File: config.mk
export PLATFORM = sky130hd
export DESIGN_NAME = periodic_soft_timer_bank
export DESIGN_NICKNAME = d
export VERILOG_FILES = /design/src/rtl/pstb_pkg.sv /design/src/rtl/pstb_chan_mem.sv /design/src/rtl/periodic_soft_timer_bank.sv
export SDC_FILE = /design/constraint.sdc
export NUM_CORES = 2
export LEC_CHECK = 0
export ABC_AREA = 0
export BUFFER_PORTS_ARGS = -buffer_cell sky130_fd_sc_hd__buf_4
export CAP_MARGIN = 20
export CORE_ASPECT_RATIO = 0.8
export CORE_MARGIN = 2
export CORE_UTILIZATION = 40
export CTS_CLUSTER_DIAMETER = 150
export CTS_CLUSTER_SIZE = 25
export DETAILED_ROUTE_END_ITERATION = 6
export MAX_ROUTING_LAYER = met4
export PLACE_DENSITY = 0.54
export SYNTH_ARGS = -nofsm -noshare
export SYNTH_HDL_FRONTEND = slang
export SYNTH_SLANG_ARGS = --single-unit
File: constraint.sdc
create_clock -name clk -period 16.7 [get_ports clk]
set_clock_uncertainty 0.1 [all_clocks]
set_input_delay 1.67 -clock clk [delete_from_list [all_inputs] [get_ports clk]]
set_output_delay 1.67 -clock clk [all_outputs]
set_load 0.1 [all_outputs]
File: src/rtl/pstb_pkg.sv
// types, constants and microcode table of the periodic soft timer bank
`default_nettype none

package pstb_pkg;

    localparam int NUM_CHANNELS = 32;
    localparam int PERIOD_WIDTH = 16;
    localparam int CH_W = (NUM_CHANNELS > 1) ? $clog2(NUM_CHANNELS) : 1;

    // operation codes
    localparam logic [1:0] OP_TICK    = 2'd0;
    localparam logic [1:0] OP_WRITE   = 2'd1;
    localparam logic [1:0] OP_SERVICE = 2'd2;

    typedef struct packed {
        logic [1:0]  op;
        logic [4:0]  channel;
        logic [15:0] period;
    } cmd_t;

    typedef struct packed {
        logic [31:0] time_ms;
        logic [31:0] fired_now;
        logic [31:0] pending_mask;
    } res_t;

    typedef logic [PERIOD_WIDTH-1:0] per_t;
    typedef logic [CH_W-1:0]         chan_idx_t;

    // control from the sequencer to the channel memories
    typedef struct packed {
        logic      rd_en;
        chan_idx_t rd_addr;
        logic      per_we;
        logic      el_we;
        chan_idx_t wr_addr;
        per_t      per_wdata;
        per_t      el_wdata;
    } mem_ctl_t;

    // sequencer step codes
    typedef logic [2:0] step_t;
    localparam step_t STEP_IDLE       = 3'd0;
    localparam step_t STEP_TICK_START = 3'd1;
    localparam step_t STEP_TICK_LOOP  = 3'd2;
    localparam step_t STEP_WRITE      = 3'd3;
    localparam step_t STEP_EMIT_SVC   = 3'd4;
    localparam step_t STEP_EMIT       = 3'd5;

    // jump conditions
    localparam logic [1:0] JC_NEXT     = 2'd0;
    localparam logic [1:0] JC_DISPATCH = 2'd1;
    localparam logic [1:0] JC_LOOP     = 2'd2;
    localparam logic [1:0] JC_OUT_WAIT = 2'd3;

    // one control word per step
    typedef struct packed {
        logic [1:0] jc;
        step_t      target;
        logic       cnt_clr;
        logic       rd_issue;
        logic       upd;
        logic       wr_chan;
        logic       emit;
        logic       pend_clr;
        logic       tick_inc;
    } uword_t;

    // microcode rom
    function automatic uword_t ucode(step_t s);
        uword_t w;
        w = '0;
        unique case (s)
            STEP_IDLE:
            begin
                w.jc     = JC_DISPATCH;
                w.target = STEP_IDLE;
            end
            STEP_TICK_START:
            begin
                w.jc       = JC_NEXT;
                w.target   = STEP_TICK_LOOP;
                w.cnt_clr  = 1'b1;
                w.rd_issue = 1'b1;
                w.tick_inc = 1'b1;
            end
            STEP_TICK_LOOP:
            begin
                w.jc       = JC_LOOP;
                w.target   = STEP_EMIT;
                w.rd_issue = 1'b1;
                w.upd      = 1'b1;
            end
            STEP_WRITE:
            begin
                w.jc      = JC_NEXT;
                w.target  = STEP_EMIT;
                w.wr_chan = 1'b1;
            end
            STEP_EMIT_SVC:
            begin
                w.jc       = JC_OUT_WAIT;
                w.target   = STEP_IDLE;
                w.emit     = 1'b1;
                w.pend_clr = 1'b1;
            end
            STEP_EMIT:
            begin
                w.jc     = JC_OUT_WAIT;
                w.target = STEP_IDLE;
                w.emit   = 1'b1;
            end
            default:
            begin
                w.jc     = JC_NEXT;
                w.target = STEP_IDLE;
            end
        endcase
        return w;
    endfunction

endpackage

`default_nettype wire

File: src/rtl/pstb_chan_mem.sv
// period and elapsed memories of the timer channels, with per-channel valid bits
`default_nettype none

module pstb_chan_mem (
    input  wire logic               clk,
    input  wire logic               rst_n,
    input  wire pstb_pkg::mem_ctl_t ctl,
    output      pstb_pkg::per_t     rd_period,
    output      pstb_pkg::per_t     rd_elapsed
);
    import pstb_pkg::*;

    per_t                    per_mem_reg [NUM_CHANNELS];
    per_t                    el_mem_reg  [NUM_CHANNELS];
    logic [NUM_CHANNELS-1:0] vld_reg;
    per_t                    rd_per_reg;
    per_t                    rd_el_reg;
    logic                    rd_vld_reg;

    // memory writes
    always_ff @(posedge clk)
    begin
        if (ctl.per_we)
        begin
            per_mem_reg[ctl.wr_addr] <= ctl.per_wdata;
        end
        if (ctl.el_we)
        begin
            el_mem_reg[ctl.wr_addr] <= ctl.el_wdata;
        end
    end

    // registered read port
    always_ff @(posedge clk)
    begin
        if (ctl.rd_en)
        begin
            rd_per_reg <= per_mem_reg[ctl.rd_addr];
            rd_el_reg  <= el_mem_reg[ctl.rd_addr];
        end
    end

    // valid bits: a channel becomes valid on its first period write
    always_ff @(posedge clk or negedge rst_n)
    begin
        if (!rst_n)
        begin
            vld_reg    <= '0;
            rd_vld_reg <= 1'b0;
        end
        else
        begin
            if (ctl.per_we)
            begin
                vld_reg[ctl.wr_addr] <= 1'b1;
            end
            if (ctl.rd_en)
            begin
                rd_vld_reg <= vld_reg[ctl.rd_addr];
            end
        end
    end

    // an unwritten channel reads as disabled with zero elapsed count
    assign rd_period  = rd_vld_reg ? rd_per_reg : '0;
    assign rd_elapsed = rd_vld_reg ? rd_el_reg  : '0;

endmodule

`default_nettype wire

File: src/rtl/periodic_soft_timer_bank.sv
// Periodic soft timer bank: a bank of periodic millisecond timers.
// The cmd channel takes one transaction per operation: a tick advances the
// 32-bit time counter and walks every channel, a write loads one channel's
// period and clears its elapsed count, a service returns the pending mask
// and clears it. Each command gives exactly one transaction on res.
// A tick walks the channel memories one entry per cycle through their
// single read and write port; the sequencer then emits the result. A write
// goes through the write step and then emits; a service or an unused code
// emits straight away.
// cmd_stall is high while a command is being worked on. A result waits in
// the output register while res_stall is high; the sequencer holds at its
// last step until the register is free, so nothing is lost.
// Reset clears the time, the pending bits and every channel (all disabled);
// no clearing pass is needed, and commands are taken right after reset.
`default_nettype none

module periodic_soft_timer_bank (
    input  wire logic           clk,
    input  wire logic           rst_n,
    input  wire logic           cmd_valid,
    output      logic           cmd_stall,
    input  wire pstb_pkg::cmd_t cmd,
    output      logic           res_valid,
    input  wire logic           res_stall,
    output      pstb_pkg::res_t res
);
    import pstb_pkg::*;

    localparam chan_idx_t LAST_CH = CH_W'(NUM_CHANNELS - 1);

    step_t     upc_reg, upc_next;
    uword_t    uw;
    cmd_t      item_reg;
    chan_idx_t cnt_reg, cnt_next;
    logic [31:0] tick_reg, tick_next;
    logic [31:0] fired_reg, fired_next;
    logic [31:0] pending_reg, pending_next;
    logic        res_valid_reg, res_valid_next;
    res_t        res_reg;
    mem_ctl_t    mctl;
    per_t        rd_period;
    per_t        rd_elapsed;
    logic        accept;
    logic        last_ch;
    logic        out_busy;
    logic        emit_go;
    logic        fire;
    logic        chan_ok;
    logic [31:0] ch_bit;

    // control word of the current step
    assign uw       = ucode(upc_reg);
    assign accept   = cmd_valid && !cmd_stall;
    assign last_ch  = (cnt_reg == LAST_CH);
    assign out_busy = res_valid_reg && res_stall;
    assign emit_go  = uw.emit && !out_busy;
    assign chan_ok  = int'(item_reg.channel) < NUM_CHANNELS;
    assign ch_bit   = 32'(1) << cnt_reg;

    assign cmd_stall = (upc_reg != STEP_IDLE);
    assign res_valid = res_valid_reg;
    assign res       = res_reg;

    // step sequencing with conditional jumps
    always_comb
    begin
        upc_next = upc_reg;
        unique case (uw.jc)
            JC_NEXT:
            begin
                upc_next = uw.target;
            end
            JC_DISPATCH:
            begin
                if (accept)
                begin
                    unique case (cmd.op)
                        OP_TICK:    upc_next = STEP_TICK_START;
                        OP_WRITE:   upc_next = STEP_WRITE;
                        OP_SERVICE: upc_next = STEP_EMIT_SVC;
                        default:    upc_next = STEP_EMIT;
                    endcase
                end
            end
            JC_LOOP:
            begin
                if (last_ch)
                begin
                    upc_next = uw.target;
                end
            end
            JC_OUT_WAIT:
            begin
                if (!out_busy)
                begin
                    upc_next = uw.target;
                end
            end
            default:
            begin
                upc_next = STEP_IDLE;
            end
        endcase
    end

    // channel update of the tick walk
    assign fire = (rd_period != '0) && (rd_period <= rd_elapsed);

    // memory control
    always_comb
    begin
        mctl = '0;
        mctl.rd_en = uw.rd_issue;
        if (uw.cnt_clr || last_ch)
        begin
            mctl.rd_addr = '0;
        end
        else
        begin
            mctl.rd_addr = CH_W'(cnt_reg + 1'b1);
        end
        if (uw.wr_chan)
        begin
            mctl.wr_addr   = item_reg.channel[CH_W-1:0];
            mctl.per_we    = chan_ok;
            mctl.el_we     = chan_ok;
            mctl.per_wdata = PERIOD_WIDTH'(item_reg.period);
            mctl.el_wdata  = '0;
        end
        else
        begin
            mctl.wr_addr  = cnt_reg;
            mctl.el_we    = uw.upd && (rd_period != '0);
            mctl.el_wdata = fire ? PERIOD_WIDTH'(1) : PERIOD_WIDTH'(rd_elapsed + 1'b1);
        end
    end

    // datapath registers
    always_comb
    begin
        cnt_next       = cnt_reg;
        tick_next      = tick_reg;
        fired_next     = fired_reg;
        pending_next   = pending_reg;
        res_valid_next = res_valid_reg && res_stall;
        if (accept)
        begin
            fired_next = '0;
        end
        if (uw.cnt_clr)
        begin
            cnt_next = '0;
        end
        else if (uw.upd)
        begin
            cnt_next = CH_W'(cnt_reg + 1'b1);
        end
        if (uw.tick_inc)
        begin
            tick_next = tick_reg + 32'd1;
        end
        if (uw.upd && fire)
        begin
            fired_next   = fired_reg | ch_bit;
            pending_next = pending_reg | ch_bit;
        end
        if (emit_go)
        begin
            res_valid_next = 1'b1;
            if (uw.pend_clr)
            begin
                pending_next = '0;
            end
        end
    end

    always_ff @(posedge clk or negedge rst_n)
    begin
        if (!rst_n)
        begin
            upc_reg       <= STEP_IDLE;
            cnt_reg       <= '0;
            tick_reg      <= '0;
            fired_reg     <= '0;
            pending_reg   <= '0;
            res_valid_reg <= 1'b0;
        end
        else
        begin
            upc_reg       <= upc_next;
            cnt_reg       <= cnt_next;
            tick_reg      <= tick_next;
            fired_reg     <= fired_next;
            pending_reg   <= pending_next;
            res_valid_reg <= res_valid_next;
        end
    end

    // payload registers
    always_ff @(posedge clk)
    begin
        if (accept)
        begin
            item_reg <= cmd;
        end
        if (emit_go)
        begin
            res_reg.time_ms      <= tick_reg;
            res_reg.fired_now    <= fired_reg;
            res_reg.pending_mask <= pending_reg;
        end
    end

    pstb_chan_mem u_chan_mem (
        .clk        (clk),
        .rst_n      (rst_n),
        .ctl        (mctl),
        .rd_period  (rd_period),
        .rd_elapsed (rd_elapsed)
    );

endmodule

`default_nettype wire

==> Word level (Yosys, flattened, before mapping) <==
Memory sizes are Yosys's and may differ from the RTL's. A register that Yosys moved wholly into a read port is not among the register bits.
Cells that the tools add are included.
{ "classes": {"n_eq_ne": 14, "shift": 1, "n_mux": 36, "reduce_logical": 20, "magnitude_cmp": 4, "add_sub_neg": 3, "bitwise_logic": 3} }
{ "ops": {"columns": ["operator", "count"], "rows": [
  ["2-to-1 mux 32 bit", 5],
  ["OR 32 bit", 3],
  ["2-to-1 mux 16 bit", 5],
  ["adder 32 x 1 -> 32 bit, second input constant", 1],
  ["left shift 1 x 5 -> 32 bit, first input constant", 1],
  ["case mux 5 bit (5 select lines)", 1],
  ["adder 16 x 1 -> 16 bit, second input constant", 1],
  ["less-or-equal comparator 16 bit", 1],
  ["nonzero test 16 bit", 1],
  ["2-to-1 mux 5 bit", 3],
  ["2-to-1 mux 1 bit", 14],
  ["< comparator 5 x 6 -> 1 bit, second input constant", 2],
  ["case mux 3 bit (4 select lines)", 1],
  ["2-to-1 mux 3 bit", 3],
  ["case mux 3 bit (3 select lines)", 1],
  ["logical AND 1 bit", 7],
  ["equality test 2 bit, second input constant", 3],
  ["equality test 3 x 2 -> 1 bit, second input constant", 2],
  ["equality test 3 bit, second input constant", 2],
  ["2-to-1 mux 6 bit", 1],
  ["inequality test 2 bit, second input constant", 3],
  ["adder 5 x 1 -> 5 bit, second input constant", 1],
  ["binary-select mux 1 bit (select 5 bit)", 1],
  ["demux 1 bit (select 5 bit)", 1],
  ["12 further kinds", 17]
]} }
{ "totals": {"in_bits": 27, "output_inout_bits": 98, "regBits": 255, "ramBits": 1024, "memories": 2} }
{ "memory_table": {"columns": ["name", "words", "width", "rd", "rd_clocked_by_memory_dff", "wr", "line", "source"], "rows": [
  ["u_chan_mem.el_mem_reg", 32, 16, 1, 1, 1, "pstb_chan_mem.sv:14", "per_t el_mem_reg [NUM_CHANNELS];"],
  ["u_chan_mem.per_mem_reg", 32, 16, 1, 1, 1, "pstb_chan_mem.sv:13", "per_t per_mem_reg [NUM_CHANNELS];"]
]} }

==> Logic depth before layout (Yosys ltp) <==
{ "logic_depth": {"depth_word": 9, "mapped_depth": 12} }

==> Modules after synthesis <==
A second synthesis with hierarchy kept.
{ "unflattened": {"hier_cells": 2393, "area_unflattened_um2": 50493.4} }
{ "modules_own_cells": {"columns": ["module", "cells_each", "area_each_um2", "seq_area_each_um2", "n_inst"], "rows": [
  ["pstb_chan_mem", 1717, 41593.6, 32536.2, 1],
  ["periodic_soft_timer_bank", 676, 8899.8, 6140.9, 1]
]} }

==> Worst setup path after synthesis <==
Ideal clock, no wire load.
{ "synth_timing": {"path_kind": "in2reg", "from": "input res_stall", "to": "register pending_reg[18]", "path_stages": 5, "slack_ns": 8.562, "required_time_ns": 16.466, "arrival_ns": 7.904, "setup_ns": 0.134, "path_cell_list": "a21oi_1 nand2_1 clkbuf_1 nand2_1 o21ai_0"} }
{ "synth_between": {"elab_chain_cells": 4} }
{ "synth_lines": {"columns": ["element", "line", "source"], "rows": [
  ["from (decl)", "periodic_soft_timer_bank.sv:24", "input wire logic res_stall,"],
  ["logical AND 1 bit", "periodic_soft_timer_bank.sv:55", "assign out_busy = res_valid_reg && res_stall;"],
  ["zero test 1 bit", null, null],
  ["logical AND 1 bit", "periodic_soft_timer_bank.sv:56", "assign emit_go = uw.emit && !out_busy;"],
  ["2-to-1 mux 32 bit", "periodic_soft_timer_bank.sv:167", "if (emit_go)"],
  ["via pending_next[18]", "periodic_soft_timer_bank.sv:37", "logic [31:0] pending_reg, pending_next;"],
  ["to (signal assigned)", "periodic_soft_timer_bank.sv:194", "pending_reg <= pending_next;"],
  ["to (decl)", "periodic_soft_timer_bank.sv:37", null]
]} }
The timed path passes the listed nets, and every way through them passes these cells.
A chain may end at the register's enable or synchronous reset.

==> Worst setup path after layout <==
{ "layout_timing": {"from": "register cnt_reg[0]", "to": "register u_chan_mem.rd_per_reg[0], read port of u_chan_mem.per_mem_reg (data pin)"} }
{ "layout_between": {"elab_chain_cells": 3} }
{ "layout_lines": {"columns": ["element", "line", "source"], "rows": [
  ["from (decl)", "periodic_soft_timer_bank.sv:34", "chan_idx_t cnt_reg, cnt_next;"],
  ["from (signal assigned)", "periodic_soft_timer_bank.sv:191", "cnt_reg <= cnt_next;"],
  ["branches (longest 2 deep; another with adder 5 x 1 -> 5 bit)", null, null],
  ["2-to-1 mux 5 bit (*)", "periodic_soft_timer_bank.sv:114", "if (uw.cnt_clr || last_ch)"],
  ["to (decl)", "pstb_chan_mem.sv:16", "per_t rd_per_reg;"]
]} }
Mark *: on every way between the ends.

==> results.py <==
metrics = {
    "placement": {
        "port_buffers": 124,
        "place_inst": 5132,
        "place_hpwl_um": 87100,
        "globalplace.congestion": 0.876,
    },
    "clock_network": {
        "cts_buffer_depth": 3,
        "cts_made_buffers": 58,
        "path_clk_slew_ns": 0.10,
        "postCtsHoldBufs": 0,
        "worst_skew_pair.late_latency_ns": 0.72,
        "cts_htree_levels": 2,
        "cts_root_buf": "clkbuf_16",
        "cts.repair.resized": 0,
        "cts_tree": "yes",
        "postCtsSetupBuffers": 0,
        "clock_sinks": 1311,
    },
    "timing": {
        "post-route-period-util_pct": 32.0,
        "final-max-slew-violation-count": 0,
        "max_clock_freq_mhz": 187,
        "grt_setup_unrepaired": "no",
        "setup_viol_count_final": 0,
        "tightestPinTransition_ns": 1.10,
        "final_critical_path_required_period_ns": 5.34,
        "final.setup.tns_ns": 0,
        "normalized_max_slew_margin_pct": 26.0,
        "hold_violations": 0,
    },
    "setup_path": {
        "worstReg2RegStart": "cnt_reg[0]$_DFFE_PN0P_",
        "critPathCaptureType": "flip-flop",
        "crit_start": "cnt_reg[0]$_DFFE_PN0P_",
        "setup.worst_path.start_class": "flip-flop",
        "timing.critical_path.to": "u_chan_mem.rd_per_reg[0]$_DFFE_PP_",
        "crit_arrival_ns": 5.68,
        "crit_required_ns": 17.03,
        "flop_to_flop_setup_slack_ns": 11.36,
        "path_max_fanout": 48,
        "critical_path.reg2reg.endpoint": "u_chan_mem.rd_per_reg[0]$_DFFE_PP_",
        "r2r_cells": 9,
        "critPathKind": "flip-flop to flip-flop",
    },
    "hold_path": {
        "hold_path_start": "fired_reg[28]$_DFFE_PN0P_",
        "hold_class": "flip-flop to flip-flop",
    },
    "yosys": {
        "synth_area_leader_cell": "edfxtp_1",
        "yosys-top-cells-count": "edfxtp_1 (1,173), nand2_1 (321), mux2i_1 (172)",
        "syn-num-nets": 3411,
        "synth.avg_cell_area_um2": 15.3,
        "synth.top_cells.by_area": "edfxtp_1 (68%), dfrtp_1 (6.7%), mux2i_1 (3.3%)",
        "synthesis.area_um2": 51500,
        "synth-edff-count": 1173,
        "synth.lib_cells_used.distinct": 72,
        "yosys_register_bits": 1311,
        "library_cell_with_the_highest_instance_count_after_synthesis": "edfxtp_1",
        "synth-async-reset-ratio_pct": 10.5,
        "synth_largest_type_area_fraction_pct": 68.4,
        "synth_sequential_area_ratio_pct": 75.2,
        "syn_warnings": 0,
        "synth_top_flop_cell": "edfxtp_1",
        "netlist_instances": 3359,
    },
    "drt": {
        "firstDrtPassIters": 7,
        "num_vias": 30200,
        "first_iter_violations": 3810,
        "detail_route.drc_violations": 0,
        "avgViaCountPerCell": 5.75,
        "postRouteAntennaNets": 0,
        "wl_um": 148000,
        "drt-wirelength-per-cell_um": 28.2,
    },
    "power_and_ir_drop": {
        "static-leakage-power_nw": 20.0,
        "power_density_nw_per_um2": 175,
        "internal_power_mw": 5.95,
        "p_switching_mw": 4.01,
        "vdd_ir_drop_max_mv": 0.176,
        "power_switching_share_pct": 40.2,
        "p_clk_share_pct": 17.0,
        "comb_power_share_pct": 38.2,
        "pwr-share-seq_pct": 44.8,
    },
    "die": {
        "core_area_um2": 128000,
        "initial_core_util_pct": 40.4,
        "design.die.area_um2": 132000,
        "floorplan.rows": 117,
        "design.portCount": 125,
        "die_x_um": 405,
        "die_h_um": 325,
    },
    "final_layout": {
        "instances_no_fill": 5247,
        "synthToLayoutAreaGrowth_pct": 10.4,
        "num-fill-cells": 11300,
        "drive_above_1_share_pct": 12.6,
        "nets": 3524,
        "antenna-diode-count": 0,
    },
    "global_route": {
        "grt_pass1_wl_um": 213000,
        "antenna_found_initial": 2,
        "overflow": 0,
        "grt_max_degree": 131,
        "gr_usage_total_pct": 22.7,
        "grt_pass1_vias": 28400,
    },
    "run_status": {
        "outcome": "complete, no violations",
    },
    "run": {
        "cap_viol_max_count": 0,
    },
}
## power groups by stage
stage          Combinational, mW  Sequential (mW)  Clock, mW
3_5_place_dp                3.77             4.53          0
3_3_place_gp                3.74             4.53          0
5_1_grt                     4.04             4.48       1.84
4_1_cts                     3.78             4.46       1.73
2_1_floorplan               2.07             4.70          0
6_report                    3.80             4.46       1.69
## final cells by class
cell class,instances,area [um2],area share (%)
sequential,1311,38700,68.1
multi-input combinational,1821,12100,21.3
tap,1725,2160,3.80
timing repair buffer,265,2110,3.71
clock buffer,107,1660,2.92
inverter,15,63.8,0.112
clock inverter,3,45.0,0.0793
## routing by layer
| layer | wire, um | GRT usage, % |
|---|---|---|
| met1 | 67900 | 34.6 |
| met2 | 65700 | 32.5 |
| met3 | 11900 | 3.38 |
| met4 | 2440 | 3.94 |
| met5 | 0 | - |
## cell families (layout without fill, tap and decap cells)
logic type               after synthesis  after routing  share of synthesized area (%)
adder cells (fa/ha/maj)               25             25                          0.608
flip-flops                          1311           1311                           75.2
buffers and inverters                227            390                           1.89
AO/OA/AOI/OAI                        788            788                           10.7
XOR/XNOR                              47             47                          0.800
AND/OR/NAND/NOR                      786            786                           7.43
multiplexers                         175            175                           3.41
## worst min path at each step
| stage | endpoint | cells past startpoint |
|---|---|---|
| 5_1_grt | res[60]$_DFFE_PP_ | 0 |
| 4_1_cts | res[60]$_DFFE_PP_ | 0 |
| 6_report | res[60]$_DFFE_PP_ | 0 |
| 3_5_place_dp | res[19]$_DFFE_PP_ | 0 |
| 2_1_floorplan | res[0]$_DFFE_PP_ | 0 |
| 3_3_place_gp | res[35]$_DFFE_PP_ | 0 |
## critical path, stage by stage (launching register included)
cell	delay [ns]
dfrtp_4	0.99
ha_1	0.35
ha_4	0.40
buf_4	0.57
buf_4	0.56
buf_4	0.60
mux2i_1	0.27
a221oi_1	0.10
nor4_1	0.93
nor3_1	0.15
## layout by cell type, fill, tap and decap left out, drive strengths merged, types with 4 or more instances in the layout
cell and instances:
clkbuf 108, ha 25, a21oi 106, nand2 323
nor4b 4, nor4 44, xor2 18, nand3 33
nor2 109, a221oi 38, nand4 17, a21o 93
mux2i 172, edfxtp 1173, a22oi 90, o21ai 152
o2111ai 30, a22o 32, o31ai 15, buf 264
and4 4, inv 15, xnor2 29, nand2b 5
and2 128, a211oi 99, dfrtp 138, or3 8
or2 34, nor3 48, o221ai 67, o211ai 4
a41oi 5, o22ai 38, nor2b 9, and3 13
## through the flow
step,util (%),hold slack (ns),total power [mW],area [um2],worst slack (ns)
after floorplan,-,0.325,6.78,51500,8.56
after global routing,44.5,0.354,10.4,56800,11.19
after CTS,44.5,0.331,9.97,56700,11.29
after detailed placement,43.1,0.329,8.30,55000,11.31
after global placement,43.0,0.328,8.28,54900,11.37
final,44.5,0.336,9.96,56800,11.36
(Power assumes the default switching activity.)
